## config.mk

```make
export PLATFORM = sky130hd
export DESIGN_NAME = serial_command_line_decoder_core
export DESIGN_NICKNAME = d
export VERILOG_FILES = /design/src/sv/scld_pkg.sv /design/src/sv/scld_parse.sv /design/src/sv/serial_command_line_decoder_core.sv
export SDC_FILE = /design/constraint.sdc
export NUM_CORES = 1
export LEC_CHECK = 0
export ABC_AREA = 1
export ABC_CLOCK_PERIOD_IN_PS = 3300
export BUFFER_PORTS_ARGS = -buffer_cell sky130_fd_sc_hd__buf_2
export CORE_AREA = 2 2 109 111
export CTS_CLUSTER_DIAMETER = 40
export DETAILED_ROUTE_END_ITERATION = 12
export DIE_AREA = 0 0 111 113
export GPL_TIMING_DRIVEN = 0
export MAX_ROUTING_LAYER = met4
export SLEW_MARGIN = 30
export SYNTH_ARGS = -nofsm -noshare
export SYNTH_HDL_FRONTEND = slang
export SYNTH_SLANG_ARGS = --single-unit
```

## constraint.sdc

```tcl
create_clock -name clk -period 3.3 [get_ports clk]
set_input_delay 0.165 -clock clk [delete_from_list [all_inputs] [get_ports clk]]
set_output_delay 0.165 -clock clk [all_outputs]
set_load 0.005 [all_outputs]
```

## src/sv/scld_pkg.sv

```systemverilog
// Shared types, keyword tables and reply codes of the serial command line decoder.
package scld_pkg;

	// Default line buffer size in bytes.
	localparam int LINE_BUFFER_BYTES_DEF = 64;

	// Number of keywords and longest keyword.
	localparam int KW_COUNT = 7;
	localparam int KW_MAX_LEN = 5;

	// Keyword order in the match mask: PING, HELP, ident query, BL, GET, SET, BAT.
	localparam logic [7:0] KW_TEXT [KW_COUNT][KW_MAX_LEN] = '{
		'{8'h50, 8'h49, 8'h4E, 8'h47, 8'h00},
		'{8'h48, 8'h45, 8'h4C, 8'h50, 8'h00},
		'{8'h53, 8'h43, 8'h49, 8'h4F, 8'h3F},
		'{8'h42, 8'h4C, 8'h00, 8'h00, 8'h00},
		'{8'h47, 8'h45, 8'h54, 8'h00, 8'h00},
		'{8'h53, 8'h45, 8'h54, 8'h00, 8'h00},
		'{8'h42, 8'h41, 8'h54, 8'h00, 8'h00}
	};
	localparam logic [2:0] KW_LEN [KW_COUNT] = '{3'd4, 3'd4, 3'd5, 3'd2, 3'd3, 3'd3, 3'd3};

	// First keyword codes.
	localparam logic [2:0] FK_NONE  = 3'd0;
	localparam logic [2:0] FK_PING  = 3'd1;
	localparam logic [2:0] FK_HELP  = 3'd2;
	localparam logic [2:0] FK_IDENT = 3'd3;
	localparam logic [2:0] FK_BL    = 3'd4;
	localparam logic [2:0] FK_GET   = 3'd5;
	localparam logic [2:0] FK_SET   = 3'd6;

	// Second keyword codes.
	localparam logic [1:0] SK_NONE = 2'd0;
	localparam logic [1:0] SK_BL   = 2'd1;
	localparam logic [1:0] SK_BAT  = 2'd2;

	// Mask bit positions used by the second token.
	localparam int KW_BIT_BL  = 3;
	localparam int KW_BIT_BAT = 6;

	// Character codes.
	localparam logic [7:0] CH_CR  = 8'h0D;
	localparam logic [7:0] CH_LF  = 8'h0A;
	localparam logic [7:0] CH_SP  = 8'h20;
	localparam logic [7:0] CH_TAB = 8'h09;
	localparam logic [7:0] CH_NUL = 8'h00;
	localparam logic [7:0] CH_0   = 8'h30;
	localparam logic [7:0] CH_9   = 8'h39;
	localparam logic [7:0] CH_LA  = 8'h61;
	localparam logic [7:0] CH_LZ  = 8'h7A;

	// Largest accepted percent value.
	localparam logic [6:0] PCT_MAX = 7'd100;

	// Reply codes.
	typedef enum logic [3:0] {
		RC_PONG      = 4'd0,
		RC_HELP      = 4'd1,
		RC_IDENT     = 4'd2,
		RC_REPORT_BL = 4'd3,
		RC_SET_BL    = 4'd4,
		RC_REPORT_BAT = 4'd5,
		RC_RANGE_ERR = 4'd6,
		RC_GET_ERR   = 4'd7,
		RC_SET_ERR   = 4'd8,
		RC_UNKNOWN   = 4'd9,
		RC_LINE_ERR  = 4'd10
	} reply_code_t;

	// Parser state apart from the line length.
	typedef struct packed {
		logic [1:0] token_count;
		logic       inside_token;
		logic [2:0] char_position;
		logic [6:0] match_mask;
		logic [2:0] first_kw;
		logic [1:0] second_kw;
		logic [6:0] num_acc;
		logic       num_valid;
		logic [6:0] value_latched;
		logic       value_present;
		logic       value_ok;
		logic       nul_seen;
	} scld_state_t;

	// One result of a byte step.
	typedef struct packed {
		logic        valid;
		reply_code_t code;
		logic [6:0]  pct;
	} scld_result_t;

	localparam scld_state_t STATE_RESET = '{
		token_count:   2'd0,
		inside_token:  1'b0,
		char_position: 3'd0,
		match_mask:    7'h7F,
		first_kw:      FK_NONE,
		second_kw:     SK_NONE,
		num_acc:       7'd0,
		num_valid:     1'b1,
		value_latched: 7'd0,
		value_present: 1'b0,
		value_ok:      1'b0,
		nul_seen:      1'b0
	};

endpackage

```

## src/sv/scld_parse.sv

```systemverilog
// Next-state and reply logic for one received byte of the command line decoder.
module scld_parse #(
	parameter int LINE_BUFFER_BYTES = scld_pkg::LINE_BUFFER_BYTES_DEF,
	parameter int LL_W = $clog2(LINE_BUFFER_BYTES)
) (
	input  logic [7:0]               received_byte,
	input  logic [LL_W-1:0]          line_len,
	input  scld_pkg::scld_state_t    state,
	output logic [LL_W-1:0]          line_len_next,
	output scld_pkg::scld_state_t    state_next,
	output scld_pkg::scld_result_t   result
);
	import scld_pkg::*;

	localparam logic [LL_W-1:0] LINE_LIMIT = LL_W'(LINE_BUFFER_BYTES - 1);

	// Clear the per-token fields.
	function automatic scld_state_t clear_token(input scld_state_t s);
		scld_state_t r;
		r = s;
		r.inside_token = 1'b0;
		r.char_position = 3'd0;
		r.match_mask = 7'h7F;
		r.num_acc = 7'd0;
		r.num_valid = 1'b1;
		return r;
	endfunction

	// Keyword character at a position, zero beyond the table.
	function automatic logic [7:0] kw_char(input int k, input logic [2:0] pos);
		logic [7:0] c;
		c = 8'h00;
		if (pos < 3'(KW_MAX_LEN))
			c = KW_TEXT[k][pos];
		return c;
	endfunction

	// Add one token character: narrow the keyword mask and extend the number.
	function automatic scld_state_t feed_char(input scld_state_t s, input logic [7:0] ch);
		scld_state_t r;
		logic [7:0] up;
		logic [9:0] v;
		r = s;
		up = (ch >= CH_LA && ch <= CH_LZ) ? ch - 8'd32 : ch;
		r.inside_token = 1'b1;
		for (int k = 0; k < KW_COUNT; k++) begin
			if (s.match_mask[k] && (s.char_position >= KW_LEN[k] ||
					kw_char(k, s.char_position) != up))
				r.match_mask[k] = 1'b0;
		end
		r.char_position = (s.char_position < 3'd7) ? s.char_position + 3'd1 : 3'd7;
		v = 10'(s.num_acc) * 10'd10 + 10'(ch[3:0]);
		if (ch < CH_0 || ch > CH_9) begin
			r.num_valid = 1'b0;
		end else if (s.num_valid) begin
			if (v > 10'(PCT_MAX))
				r.num_valid = 1'b0;
			else
				r.num_acc = v[6:0];
		end
		return r;
	endfunction

	// Close the current token: record keywords and the percent value.
	function automatic scld_state_t finish_token(input scld_state_t s);
		scld_state_t r;
		logic [6:0] hit;
		logic ok;
		r = s;
		for (int k = 0; k < KW_COUNT; k++)
			hit[k] = s.match_mask[k] && (KW_LEN[k] == s.char_position);
		if (s.token_count == 2'd0) begin
			r.first_kw = FK_NONE;
			for (int k = 0; k < KW_COUNT - 1; k++)
				if (hit[k])
					r.first_kw = 3'(k + 1);
		end else if (s.token_count == 2'd1) begin
			r.second_kw = hit[KW_BIT_BL] ? SK_BL : (hit[KW_BIT_BAT] ? SK_BAT : SK_NONE);
		end
		ok = s.num_valid && (s.num_acc inside {7'd0, 7'd20, 7'd40, 7'd60, 7'd80, 7'd100});
		if ((s.token_count == 2'd1 && r.first_kw == FK_BL) ||
				(s.token_count == 2'd2 && r.first_kw == FK_SET)) begin
			r.value_present = 1'b1;
			r.value_ok = ok;
			r.value_latched = ok ? s.num_acc : 7'd0;
		end
		if (s.token_count < 2'd3)
			r.token_count = s.token_count + 2'd1;
		return clear_token(r);
	endfunction

	scld_state_t fin;

	// Per-byte update and the reply at a line end.
	always_comb begin
		line_len_next = line_len;
		state_next = state;
		result.valid = 1'b0;
		result.code = RC_PONG;
		result.pct = 7'd0;
		fin = state.inside_token ? finish_token(state) : state;

		if (received_byte == CH_CR || received_byte == CH_LF) begin
			if (line_len != '0) begin
				result.valid = (fin.token_count != 2'd0);
				case (fin.first_kw)
					FK_PING:  result.code = RC_PONG;
					FK_HELP:  result.code = RC_HELP;
					FK_IDENT: result.code = RC_IDENT;
					FK_BL: begin
						if (!fin.value_present) begin
							result.code = RC_REPORT_BL;
						end else if (fin.value_ok) begin
							result.code = RC_SET_BL;
							result.pct = fin.value_latched;
						end else begin
							result.code = RC_RANGE_ERR;
						end
					end
					FK_GET: begin
						result.code = (fin.second_kw == SK_BL) ? RC_REPORT_BL :
							((fin.second_kw == SK_BAT) ? RC_REPORT_BAT : RC_GET_ERR);
					end
					FK_SET: begin
						if (fin.token_count == 2'd3 && fin.second_kw == SK_BL) begin
							if (fin.value_ok) begin
								result.code = RC_SET_BL;
								result.pct = fin.value_latched;
							end else begin
								result.code = RC_RANGE_ERR;
							end
						end else begin
							result.code = RC_SET_ERR;
						end
					end
					default: result.code = RC_UNKNOWN;
				endcase
				line_len_next = '0;
				state_next = STATE_RESET;
			end
		end else if (line_len < LINE_LIMIT) begin
			line_len_next = line_len + 1'b1;
			if (!state.nul_seen) begin
				if (received_byte == CH_NUL) begin
					state_next = fin;
					state_next.nul_seen = 1'b1;
				end else if (received_byte == CH_SP || received_byte == CH_TAB) begin
					state_next = fin;
				end else begin
					state_next = feed_char(state, received_byte);
				end
			end
		end else begin
			// Line buffer full: drop the byte and restart the line.
			line_len_next = '0;
			state_next = STATE_RESET;
			result.valid = 1'b1;
			result.code = RC_LINE_ERR;
		end
	end

endmodule

```

## src/sv/serial_command_line_decoder_core.sv

```systemverilog
// Top level of the serial command line decoder: state registers and result register.
// A reply appears on the output in the cycle after its line-ending byte is accepted.
// Throughput: one byte per cycle; the parser state updates in a single pass per byte.
// The result register frees in the cycle it is taken, so input is held off only
// while a reply waits and out_ready is low.
// Reset (arst_n low, asynchronous) clears the line state and empties the result register.
module serial_command_line_decoder_core #(
	parameter int LINE_BUFFER_BYTES = scld_pkg::LINE_BUFFER_BYTES_DEF
) (
	input  logic       clk,
	input  logic       arst_n,
	input  logic       in_valid,
	output logic       in_ready,
	input  logic [7:0] received_byte,
	output logic       out_valid,
	input  logic       out_ready,
	output logic [3:0] reply_code,
	output logic [6:0] percent
);
	import scld_pkg::*;

	localparam int LL_W = $clog2(LINE_BUFFER_BYTES);

	logic [LL_W-1:0] line_len_q;
	logic [LL_W-1:0] line_len_next;
	scld_state_t     state_q;
	scld_state_t     state_next;
	scld_result_t    result;
	logic            out_valid_q;
	reply_code_t     reply_code_q;
	logic [6:0]      percent_q;
	logic            in_fire;

	// Input is taken whenever the result register is empty or being drained.
	assign in_ready = !out_valid_q || out_ready;
	assign in_fire = in_valid && in_ready;

	scld_parse #(
		.LINE_BUFFER_BYTES(LINE_BUFFER_BYTES),
		.LL_W(LL_W)
	) u_parse (
		.received_byte(received_byte),
		.line_len(line_len_q),
		.state(state_q),
		.line_len_next(line_len_next),
		.state_next(state_next),
		.result(result)
	);

	// Parser state registers.
	always_ff @(posedge clk or negedge arst_n) begin
		if (!arst_n) begin
			line_len_q <= '0;
			state_q <= STATE_RESET;
		end else if (in_fire) begin
			line_len_q <= line_len_next;
			state_q <= state_next;
		end
	end

	// Result valid flag.
	always_ff @(posedge clk or negedge arst_n) begin
		if (!arst_n) begin
			out_valid_q <= 1'b0;
		end else if (in_fire) begin
			out_valid_q <= result.valid;
		end else if (out_ready) begin
			out_valid_q <= 1'b0;
		end
	end

	// Result payload.
	always_ff @(posedge clk) begin
		if (in_fire && result.valid) begin
			reply_code_q <= result.code;
			percent_q <= result.pct;
		end
	end

	assign out_valid = out_valid_q;
	assign reply_code = reply_code_q;
	assign percent = percent_q;

endmodule

```

* After elaboration in Yosys (flattened, before gate mapping)
Memories as Yosys holds them, arrays and structs flattened. Cells that the tools add are included.
Word-level totals: register bits 54, memory bits (read-only) 448, bits of input ports 12, output and inout port bits 13, word-level logic and storage cells 260, memories kept 7
Memory list:
- (no name shown) | depth 8, bits a word 8, read ports 1, clocked after memory_dff 0, wr ports 0, line scld_parse.sv:34 | c = KW_TEXT[k][pos];
- (no name shown) | depth 8, bits a word 8, read ports 1, clocked after memory_dff 0, wr ports 0, line scld_parse.sv:34
- (no name shown) | depth 8, bits a word 8, read ports 1, clocked after memory_dff 0, wr ports 0, line scld_parse.sv:34
- (no name shown) | depth 8, bits a word 8, read ports 1, clocked after memory_dff 0, wr ports 0, line scld_parse.sv:34
- (no name shown) | depth 8, bits a word 8, read ports 1, clocked after memory_dff 0, wr ports 0, line scld_parse.sv:34
- (no name shown) | depth 8, bits a word 8, read ports 1, clocked after memory_dff 0, wr ports 0, line scld_parse.sv:34
- 1 more memories
Operators by class: $add $sub $neg 5, $mul 1, order comparisons 14, equal/unequal tests 47, muxes and demuxes 109, bitwise gates (word level) 1, reduce and logical (&&, ||, !) cells 54
Operator list (count):
- $mux W8 | 58
- $mux W36 | 7
- $ne A8 B8 Y1 | 7
- $ne A5 B4 Y1 const B | 11
- $mux W7 | 6
- $reduce_and A4 Y1 | 8
- $eq A8 B4 Y1 const B | 3
- $pmux W4 S6 | 1
- $logic_and A1 B1 Y1 | 21
- $mux W2 | 9
- $mux W6 | 3
- $eq A3 B3 Y1 const B | 5
- $mux W3 | 5
- $eq A7 B6 Y1 const B | 2
- $eq A7 B7 Y1 const B | 2
- $pmux W7 S2 | 1
- $logic_or A1 B1 Y1 | 12
- $mux W1 | 12
- $mux W12 | 1
- $mux W4 | 3
- $reduce_bool A6 Y1 | 2
- $add A10 B4 Y10 | 1
- $gt A10 B7 Y1 const B | 1
- $mux W5 | 2
- 36 further kinds | 48

* Longest topological paths before layout
depth after elaboration 21, gate-level depth with buffers 16, gate-level depth less buffers 16

* Hierarchy
Synthesis repeated with hierarchy kept, for this count alone.
Unflattened totals: cell total of the unflattened synthesis 810, area total of the unflattened synthesis 5372.7 um^2
Modules (own cells, without submodules):
- scld_parse | instances 1, cells an instance 610, area each 3270.6 um^2, seq. area each 0.0 um^2
- serial_command_line_decoder_core | instances 1, cells an instance 200, area each 2102.0 um^2, seq. area each 1416.4 um^2

* Worst setup path after synthesis
OpenSTA, ideal clock, no wires.
path kind flip-flop to flip-flop, from reg state_q[12] (netlist name), to reg state_q[11] (netlist name), setup time 0.066 ns, data arrival time 2.525 ns, required time 3.234 ns, slack 0.709 ns, stages on the path, launching flop included 14, path buffers 0, period minus slack after synthesis 2.591 ns, path through dfrtp_1 -> ha_1 -> ha_1 -> fa_1 -> nand2_1 -> inv_1 -> nand3_1 -> o21ai_0 -> nand2_1 -> inv_1 -> nand4_1 -> nand2_2 -> nand2_1 -> nand2_1
On the way: cells in the longest elaborated chain, start to end 5
RTL lines:
- start, declared | line serial_command_line_decoder_core.sv:26 | scld_state_t state_q;
- start signal, assigned | line serial_command_line_decoder_core.sv:57 | state_q <= state_next;
- $mul A7 B3 Y9 | line scld_parse.sv:52 | v = 10'(s.num_acc) * 10'd10 + 10'(ch[3:0]);
- $add A10 B4 Y10 | line scld_parse.sv:52
- $gt A10 B7 Y1 | line scld_parse.sv:56 | if (v > 10'(PCT_MAX))
- $ne A5 B4 Y1 (no line)
- $reduce_and A6 Y1 (no line)
No other way between the ends. A chain may end at the register's enable or synchronous reset.

* Worst setup path in the final report
from reg state_q[14] (netlist name), to reg state_q[13] (netlist name)
The elaborated chain is that of the path after synthesis.

==> qor.yml <==
synthDistinctLibCells: 43
drt_iter0_drc: 222
dp_slack_ps: 306
diodes: 0
seq_area_sq_um: 1420
cts_buffers: 5
h-tree-depth: 2
synth_top_area_cell: "dfrtp_1"
period_share: 0.866
ys_ff_latch: 54
fin_crit_ps: 2860
grt-ovfl-total: 0
p_seq_frac: 0.318
wl_mm: 11.1
postSynthCellCount: 644
drt-pass1-iter-count: 4
hp-class: "primary input to register"
synth_top_area_share: 0.198
cap_violations: 0
synth.area.top_cells: "dfrtp_1 (20%), nand2_1 (14%), edfxtp_1 (7.4%)"
fin_ws_ps: 441
gr-usage-all-layers: 0.189
worstMarginPinSlew_ps: 644
rows: 39
grt_max_degree: 44
critPathRequiredTime_ps: 3490
nFillCells: 1168
path_clk_slew_ps: 70
syn-num-nets: 682
power_w: 0.00310
synth.avg_cell_area_sq_um: 6.89
antenna_found_initial: 0
drive_gt1_frac: 0.130
grt_first_pass_wirelength_mm: 19.3
root_buffer: "clkbuf_16"
setup_viol: 0
fin_skew_ps: 4.24
multi_input_area_sq_um: 2630
die_x_um: 111
yosysWarnings: 0
clock_latency_ps: 290
p_leak_nw: 2.49
cts_max_path_buffers: 2
setup_tns_ps: 0
fmax_mhz: 350
start_util: 0.393
nNetsFinal: 715
yosysSeqAreaShare: 0.319
final_max_slew_viol_count: 0
synth-async-reset-ratio: 0.796
netlist_top_cells_count: "nand2_1 (164), nor2_1 (88), inv_1 (67)"
power_frac_comb: 0.510
worst-path-max-fanout: 7
netlist_area_sq_um: 4430
vias: 4211
rsz0062_at_grt: "no"
swShare: 0.465
ir_worst_vdd_uv: 257
routabilityCongestion: 0.942
clock_sinks: 54
synth_edf_count: 11
grt_pass1_vias: 4000
drc: 0
cp-start-kind: "register"
fp.dieArea_sq_um: 12500
switching_power_w: 0.00144
critical_path_class: "register to register"
wl_per_cell_um: 13.6
synth_most_common_cell: "nand2_1"
relSlewSlack: 0.571
synth-main-ff-cell: "dfrtp_1"
ios: 25
cts-resized-gates: 0
core_sq_um: 11300
die_y_um: 113
intPower_w: 0.00166
cts_tree: "yes"
portBuffers: 23
drtAntennaViolNets: 0
powerDensity_nw_per_um2: 632
routed_via_density: 5.13
finalHoldViolCount: 0
end_kind: "register"
syn_to_final_growth_pct: 10.8
arrival_ps: 3050
status: "complete, no violations"
power_frac_clock: 0.172
hpwlAfterDp_mm: 8.57
worst_hold_slack_ps: 147
==> cell families after synthesis <==
family / synth area share
fa+ha+maj: 0.0768
flops: 0.319
compound gates: 0.121
simple gates: 0.361
buf+inv: 0.0886
xor+xnor: 0.0316
mux: 0.00226
==> registers in the layout, indices dropped and copies added, names as in the netlist <==
register,cells
state_q,36
out_valid,1
line_len_q,6
reply_code,4
percent,7
==> metrics by stage <==
stage / std cells / util / area (sq um)
floorplan: 644 / - / 4430
global placement: 810 / 0.419 / 4730
detailed placement: 810 / 0.420 / 4730
CTS: 819 / 0.434 / 4900
global route: 821 / 0.436 / 4910
finish: 821 / 0.436 / 4910
==> power groups by stage <==
| stage | combinational [W] | sequential [W] | clock (W) |
|---|---|---|---|
| after global placement | 0.00153 | 0.000994 | 0 |
| after detailed placement | 0.00156 | 0.000994 | 0 |
| final | 0.00158 | 0.000987 | 0.000534 |
| after floorplan | 0.00124 | 0.000939 | 0 |
| after CTS | 0.00157 | 0.000986 | 0.000552 |
| after global routing | 0.00182 | 0.00101 | 0.000579 |
==> timing repair <==
action | 4_1_cts | 5_1_grt
hold buffers | 1 | 0
endpoints found under the hold margin | 35 | 0
buffers inserted | 0 | 2
endpoints found under the setup margin | 0 | 4
==> cell type report <==
cell class,instances,area share
clock buffers,5,0.0255
clock inverters,3,0.00535
repair buffers,26,0.0290
multi-input cells,495,0.535
plain buffers,14,0.0176
flip-flops and latches,54,0.288
inverters,81,0.0624
well taps,143,0.0364
==> critical path, stage by stage (launching register included) <==
cell	delay, ps
dfrtp_1	520
ha_1	290
ha_1	240
fa_1	570
nand2_1	70
inv_1	90
nand3_1	140
o21ai_0	190
nand2_1	70
inv_1	70
nand4_1	90
buf_4	170
buf_4	130
nand3_1	50
nand2_1	50
==> metal layers <==
layer	vias up	track usage	part of all wire
met5	-	-	0
met4	0	0.0633	0.016
met3	12	0.0187	0.029
met2	84	0.302	0.46
met1	1937	0.255	0.50
li1	2178	-	-
==> final timing paths <==
check | start | to | slack, ps | cells past startpoint
max in group asynchronous | arst_n | state_q[2]$_DFFE_PN0P_ | 2500 | 2
min in group asynchronous | arst_n | out_valid$_DFFE_PN0P_ | 400 | 2
setup / recovery | state_q[14]$_DFFE_PN0P_ | state_q[13]$_DFFE_PN0P_ | 440 | 14
setup reg to reg | state_q[14]$_DFFE_PN0P_ | state_q[13]$_DFFE_PN0P_ | 440 | 14
hold reg to reg | state_q[26]$_DFFE_PN1P_ | state_q[26]$_DFFE_PN1P_ | 490 | 2
hold / removal | out_ready | out_valid$_DFFE_PN0P_ | 150 | 4
==> cell usage in the layout (no fill, tap or decap), types with 12 or more instances in the layout <==
cell     synthesis  routed
buf_2            3      25
ha_1            24      24
xor2_1          12      12
nand3_1         63      63
inv_1           67      67
o21ai_0         29      29
dfrtp_1         35      35
nor2_1          88      88
nand2_1        164     164
nor3_1          15      15
nand4_1         14      14
a21oi_1         25      24
(Power assumes the default switching activity.)
